[src/rtl/sit_pkg.sv]
// ----------------------------------------------------------------------------
// sit_pkg: shared types for the segment intersection test
// Widths of coordinates, differences and cross products, and the beat
// structures handed from one pipeline stage to the next.
// ----------------------------------------------------------------------------
`default_nettype none

package sit_pkg;

	localparam int COORD_BITS = 16;
	localparam int DIFF_BITS  = COORD_BITS + 1;
	localparam int PROD_BITS  = 2 * DIFF_BITS;
	localparam int CROSS_BITS = PROD_BITS + 1;

	// endpoint tests: index of the point checked against the other segment
	localparam int NPTS   = 4;
	localparam int PT_A2  = 0;  // second start against first segment
	localparam int PT_B2  = 1;  // second end against first segment
	localparam int PT_A1  = 2;  // first start against second segment
	localparam int PT_B1  = 3;  // first end against second segment

	typedef logic signed [COORD_BITS-1:0] coord_t;
	typedef logic signed [DIFF_BITS-1:0]  diff_t;
	typedef logic signed [PROD_BITS-1:0]  prod_t;
	typedef logic signed [CROSS_BITS-1:0] cross_t;

	// stage 1 beat: direction vectors, point offsets, box flags
	typedef struct packed {
		diff_t              dir1_x;
		diff_t              dir1_y;
		diff_t              dir2_x;
		diff_t              dir2_y;
		diff_t [NPTS-1:0]   rel_x;
		diff_t [NPTS-1:0]   rel_y;
		logic  [NPTS-1:0]   in_box;
		logic               deg1;
		logic               deg2;
	} s1_t;

	// stage 2 beat: partial products of the cross products
	typedef struct packed {
		prod_t [NPTS-1:0]   pa;
		prod_t [NPTS-1:0]   pb;
		prod_t              da;
		prod_t              db;
		logic  [NPTS-1:0]   in_box;
		logic               deg1;
		logic               deg2;
	} s2_t;

	// stage 3 beat: sign flags of the cross products
	typedef struct packed {
		logic  [NPTS-1:0]   neg;
		logic  [NPTS-1:0]   zero;
		logic  [NPTS-1:0]   in_box;
		logic               coin;
	} s3_t;

	// point inside the closed bounding box of a segment
	function automatic logic in_box(
		input coord_t p_x, input coord_t p_y,
		input coord_t s_x, input coord_t s_y,
		input coord_t e_x, input coord_t e_y
	);
		logic ok_x;
		logic ok_y;
		ok_x = ((s_x <= p_x) && (p_x <= e_x)) || ((e_x <= p_x) && (p_x <= s_x));
		ok_y = ((s_y <= p_y) && (p_y <= e_y)) || ((e_y <= p_y) && (p_y <= s_y));
		return ok_x && ok_y;
	endfunction

endpackage

`default_nettype wire

[src/rtl/sit_diff.sv]
// ----------------------------------------------------------------------------
// sit_diff: pipeline stage 1
// Forms direction vectors and point offsets, and the bounding box and point-segment flags.
// ----------------------------------------------------------------------------
`default_nettype none

module sit_diff (
	input  wire                  clk,
	input  wire                  arst_n,
	input  wire                  valid,
	input  sit_pkg::coord_t      first_a_x,
	input  sit_pkg::coord_t      first_a_y,
	input  sit_pkg::coord_t      first_b_x,
	input  sit_pkg::coord_t      first_b_y,
	input  sit_pkg::coord_t      second_a_x,
	input  sit_pkg::coord_t      second_a_y,
	input  sit_pkg::coord_t      second_b_x,
	input  sit_pkg::coord_t      second_b_y,
	output logic                 valid_s1,
	output sit_pkg::s1_t         data_s1
);

	sit_pkg::diff_t a1x, a1y, b1x, b1y, a2x, a2y, b2x, b2y;
	sit_pkg::s1_t   nxt;

	// widen coordinates so differences stay exact
	assign a1x = sit_pkg::diff_t'(first_a_x);
	assign a1y = sit_pkg::diff_t'(first_a_y);
	assign b1x = sit_pkg::diff_t'(first_b_x);
	assign b1y = sit_pkg::diff_t'(first_b_y);
	assign a2x = sit_pkg::diff_t'(second_a_x);
	assign a2y = sit_pkg::diff_t'(second_a_y);
	assign b2x = sit_pkg::diff_t'(second_b_x);
	assign b2y = sit_pkg::diff_t'(second_b_y);

	// direction vectors, offsets of each endpoint from the start of the other segment, and box flags
	always_comb begin
		nxt.dir1_x = b1x - a1x;
		nxt.dir1_y = b1y - a1y;
		nxt.dir2_x = b2x - a2x;
		nxt.dir2_y = b2y - a2y;
		nxt.rel_x[sit_pkg::PT_A2] = a2x - a1x;
		nxt.rel_y[sit_pkg::PT_A2] = a2y - a1y;
		nxt.rel_x[sit_pkg::PT_B2] = b2x - a1x;
		nxt.rel_y[sit_pkg::PT_B2] = b2y - a1y;
		nxt.rel_x[sit_pkg::PT_A1] = a1x - a2x;
		nxt.rel_y[sit_pkg::PT_A1] = a1y - a2y;
		nxt.rel_x[sit_pkg::PT_B1] = b1x - a2x;
		nxt.rel_y[sit_pkg::PT_B1] = b1y - a2y;
		nxt.in_box[sit_pkg::PT_A2] = sit_pkg::in_box(second_a_x, second_a_y,
			first_a_x, first_a_y, first_b_x, first_b_y);
		nxt.in_box[sit_pkg::PT_B2] = sit_pkg::in_box(second_b_x, second_b_y,
			first_a_x, first_a_y, first_b_x, first_b_y);
		nxt.in_box[sit_pkg::PT_A1] = sit_pkg::in_box(first_a_x, first_a_y,
			second_a_x, second_a_y, second_b_x, second_b_y);
		nxt.in_box[sit_pkg::PT_B1] = sit_pkg::in_box(first_b_x, first_b_y,
			second_a_x, second_a_y, second_b_x, second_b_y);
		// point segments
		nxt.deg1 = (first_a_x == first_b_x) && (first_a_y == first_b_y);
		nxt.deg2 = (second_a_x == second_b_x) && (second_a_y == second_b_y);
	end

	// advance valid
	always_ff @(posedge clk or negedge arst_n) begin
		if (!arst_n) begin
			valid_s1 <= 1'b0;
		end else begin
			valid_s1 <= valid;
		end
	end

	// capture payload
	always_ff @(posedge clk) begin
		data_s1 <= nxt;
	end

endmodule

`default_nettype wire

[config.mk]
export PLATFORM = sky130hd
export DESIGN_NAME = sit_diff
export DESIGN_NICKNAME = d
export VERILOG_FILES = /design/src/rtl/sit_pkg.sv /design/src/rtl/sit_diff.sv
export SDC_FILE = /design/constraint.sdc
export NUM_CORES = 1
export LEC_CHECK = 0
export BUFFER_PORTS_ARGS = -buffer_cell sky130_fd_sc_hd__buf_2
export CAP_MARGIN = 5
export CELL_PAD_IN_SITES_DETAIL_PLACEMENT = 1
export CELL_PAD_IN_SITES_GLOBAL_PLACEMENT = 1
export CORE_ASPECT_RATIO = 0.5
export CORE_UTILIZATION = 25
export DETAILED_ROUTE_END_ITERATION = 10
export PLACE_DENSITY_LB_ADDON = 0.1
export SETUP_SLACK_MARGIN = 0.2
export SLEW_MARGIN = 10
export SYNTH_ARGS = -nofsm -noshare
export SYNTH_HDL_FRONTEND = slang
export SYNTH_SLANG_ARGS = --single-unit
[constraint.sdc]
create_clock -name clk -period 0.8 [get_ports clk]
set_input_delay 0.16 -clock clk [delete_from_list [all_inputs] [get_ports clk]]
set_output_delay 0.16 -clock clk [all_outputs]
set_load 0.05 [all_outputs]
## Word-level counts from Yosys, hierarchy flattened

Cells that the tools add are included.

- Register bits: 211
- Input bits: 131
- Output and inout port bits: 211
- Word-level logic and storage cells: 78

- Add/sub/neg operators: 12
- Magnitude comparators: 16
- Equal/unequal tests: 4
- Reductions and logical operators: 30

Operators with widths:

| cell | number |
|---|---|
| 16-bit less-or-equal comparator | 16 |
| 16-bit by 16-bit subtractor with 17-bit output | 12 |
| 16-bit equality test | 4 |
| 1-bit logical AND | 22 |
| 1-bit logical OR | 8 |

## Logic depth before layout (Yosys ltp)

- Word-level depth: 4
- Mapped depth: 11
- Mapped depth without buffers: 11

## Worst setup path before layout

No wires, ideal clock.

- Kind: in2reg
- Start: input port first_a_y[8]
- End: register data_s1[4] (netlist bit)
- Setup time: 0.103 ns
- Data arrival time: 2.204 ns
- Data required time: 0.697 ns
- Setup slack: -1.507 ns
- Stages on the path: 11
- Path buffers: 1
- Path through: inv_1 > ha_1 > buf_6 > a21oi_2 > o211ai_1 > a211o_1 > a221oi_2 > o21ai_2 > a21oi_4 > a21bo_1 > a2111oi_2

RTL lines:

| item | line | source |
|---|---|---|
| from (decl) | sit_diff.sv:12 | `input sit_pkg::coord_t first_a_y,` |
| to (signal assigned) | sit_diff.sv:74 | `data_s1 <= nxt;` |
| to (decl) | sit_diff.sv:20 | `output sit_pkg::s1_t data_s1` |

==> results.sh <==
export IMPL_tightestPinTransition_ps=555
export IMPL_routedWlPerCell_um=18.8
export IMPL_grt_pass1_wl_um=101000
export IMPL_dieArea_mm2=0.0592
export IMPL_leakage_nw=14.3
export IMPL_async_flop_share_pct=0.478
export IMPL_synth_distinct_cells=76
export IMPL_ys_flop_type="dfxtp_1"
export IMPL_path_max_fanout=4
export IMPL_postRouteAntennaNets=0
export IMPL_routed_wl_um=67500
export IMPL_cts_made_buffers=24
export IMPL_dieHeight_um=173
export IMPL_io_pins=342
export IMPL_drive_above_1_share_pct=66.0
export IMPL_clk_pin_slew_ps=60
export IMPL_syn_area_mm2=0.0146
export IMPL_max_cap_violations=0
export IMPL_fin_ws_ps=-1070
export IMPL_syn_inst=1692
export IMPL_antenna_found_initial=5
export IMPL_grt_usage_pct=22.2
export IMPL_synthTopCellsByCount="ha_1, dfxtp_1, inv_1, nor2_1, a21oi_1"
export IMPL_status="complete, but fails checks"
export IMPL_htreeDepth=1
export IMPL_grt_max_degree=14
export IMPL_fp_dieW_um=343
export IMPL_areaGrowthSynthToFinish_pct=110
export IMPL_finalWorstPathRequiredPeriod_ps=1870
export IMPL_clk_path_buf_depth=3
export IMPL_grt_pass1_vias=17800
export IMPL_post_route_drc_count=0
export IMPL_vias_per_cell=4.51
export IMPL_rsz0062_at_grt="yes"
export IMPL_arrival_ps=2340
export IMPL_root_buffer="clkbuf_16"
export IMPL_dp_cells=3423
export IMPL_finalCritPeriodShare_pct=234
export IMPL_crit_path_start_kind="primary input"
export IMPL_synth_most_common_cell="ha_1"
export IMPL_maxSlewViolCount=0
export IMPL_synth_fp_nets=2067
export IMPL_dr_first_iter_drc_count=473
export IMPL_fin_setup_tns_ps=-194870
export IMPL_worst_setup_path_type="in -> reg"
export IMPL_core_mm2=0.0574
export IMPL_grt_ovfl_total=0
export IMPL_critPathCaptureType="flip-flop"
export IMPL_final_cells=3590
export IMPL_fmax_mhz=534
export IMPL_synth_edff_count=0
export IMPL_synth_top_area_share_pct=28.6
export IMPL_via_count=16200
export IMPL_setup_viol=385
export IMPL_nets=3175
export IMPL_clock_sinks=209
export IMPL_cts_tree="done"
export IMPL_syn_avg_cell_area_um2=8.60
export IMPL_drt_pre_antenna_iters=4
export IMPL_hold_class="in -> reg"
export IMPL_synth_warnings=0
export IMPL_hpwl_um=54300
export IMPL_gp_congestion=0.860
export IMPL_required_ps=1270
export IMPL_netlist_top_cells_area="dfxtp_1, ha_1, xnor2_1"
export IMPL_whs_ps=-68.1
export IMPL_port_buffers=341
export IMPL_violations="negative hold slack, negative setup slack"
export IMPL_slew_headroom_pct=62.1
export IMPL_cellPowerDensity_mw_per_mm2=1940
export IMPL_synth_seq_cells=209
export IMPL_ctsHoldBuffers=3
export IMPL_vdd_drop_max_mv=1.87
export IMPL_finalHoldViolCount=8
export IMPL_fillers=6285
export IMPL_rows=62
export IMPL_start_util_pct=25.3
export IMPL_synth_top_area_cell="dfxtp_1"
export IMPL_yosysSeqAreaShare_pct=28.8
-- repair_timing --
action | CTS | global route
gates resized for setup | 1102 | 245
pin swaps | 242 | 208
buffers inserted | 57 | 59
endpoints found under the hold margin | 12 | 9
setup endpoints to repair | 407 | 399
-- report_power, final --
part | switching (mW) | internal, mW | leakage (nW)
clock | 5.10 | 6.90 | 0.408
sequential | 1.56 | 13.2 | 1.79
combinational | 17.1 | 15.3 | 12.1
-- placed cells by master (no fill, tap or decap), types with 32 or more instances in the layout --
| cell type | instances |
|---|---|
| buf_2 | 90 |
| a21o_1 | 64 |
| nor3_1 | 41 |
| dfxtp_4 | 68 |
| buf_8 | 181 |
| a21oi_1 | 54 |
| buf_6 | 168 |
| dfxtp_2 | 140 |
| nor2_1 | 101 |
| a21oi_2 | 48 |
| nand2_1 | 72 |
| inv_1 | 127 |
| xnor2_1 | 73 |
| ha_1 | 142 |
| o21ai_2 | 43 |
| ha_4 | 83 |
| buf_4 | 644 |
| xnor2_2 | 32 |
-- per-stage QoR --
stage	hold WS (ps)	worst slack [ps]	area, µm²	utilization, %	power (mW)
floorplan	-136	-1390	16400	-	29.3
global placement	-65.9	-1840	23800	41.4	38.4
detailed placement	-63.5	-1900	23800	41.4	38.6
CTS	-133	-1130	28900	50.3	57.9
global route	-99.0	-1140	30500	53.1	62.0
finish	-68.1	-1070	30500	53.1	59.2
-- sequential cells by signal (all words and copies together) (netlist names) --
| register | flops |
|---|---|
| valid_s1 | 1 |
| data_s1 | 208 |
-- routing by layer --
metal	share of wire, %	vias to the layer above	global-route usage (%)
met3	2.8	72	2.69
li1	-	8152	-
met4	2.3	2	4.91
met2	53	201	41.5
met1	42	7781	26.8
met5	0.021	-	0
-- path summary, 6_finish.rpt --
path | start | to | slack (ps) | cells after the start
max | first_a_x[1] | data_s1[4] | -1070 | 12
min | second_a_y[0] | data_s1[40] | -70 | 3
max in group asynchronous | arst_n | valid_s1 | 260 | 3
min in group asynchronous | arst_n | valid_s1 | 440 | 3
-- layout make-up --
type	count	area, µm²	share of cell area, %
Clock inverter	13	125	0.410
Sequential cell	209	4620	15.1
Tap cell	768	961	3.15
Multi-Input combinational cell	1272	12700	41.5
Clock buffer	30	707	2.32
Timing Repair Buffer	1114	10500	34.3
Inverter	179	940	3.08
Antenna cell	5	12.5	0.0410
-- worst max-delay path: stages --
cell and delay [ps]:
buf_8 90, clkinvlp_4 90, buf_6 120, ha_4 220
nor2b_4 130, o2111ai_2 180, nand3_2 140, a211o_1 320
a2111oi_2 300, a211o_2 240, nor3_1 90, a2111oi_2 260
-- cell families (layout without fill, tap and decap cells) --
logic type	after synthesis	after routing	synth area share (%)
xor+xnor	149	149	8.97
buf+inv	211	1336	5.83
fa+ha+maj	244	244	21.6
flops	209	209	28.8
other cells	0	5	0
compound gates	423	423	19.5
simple gates	447	447	14.7
mux	9	9	0.636
Power figures use the tool's default switching activity.
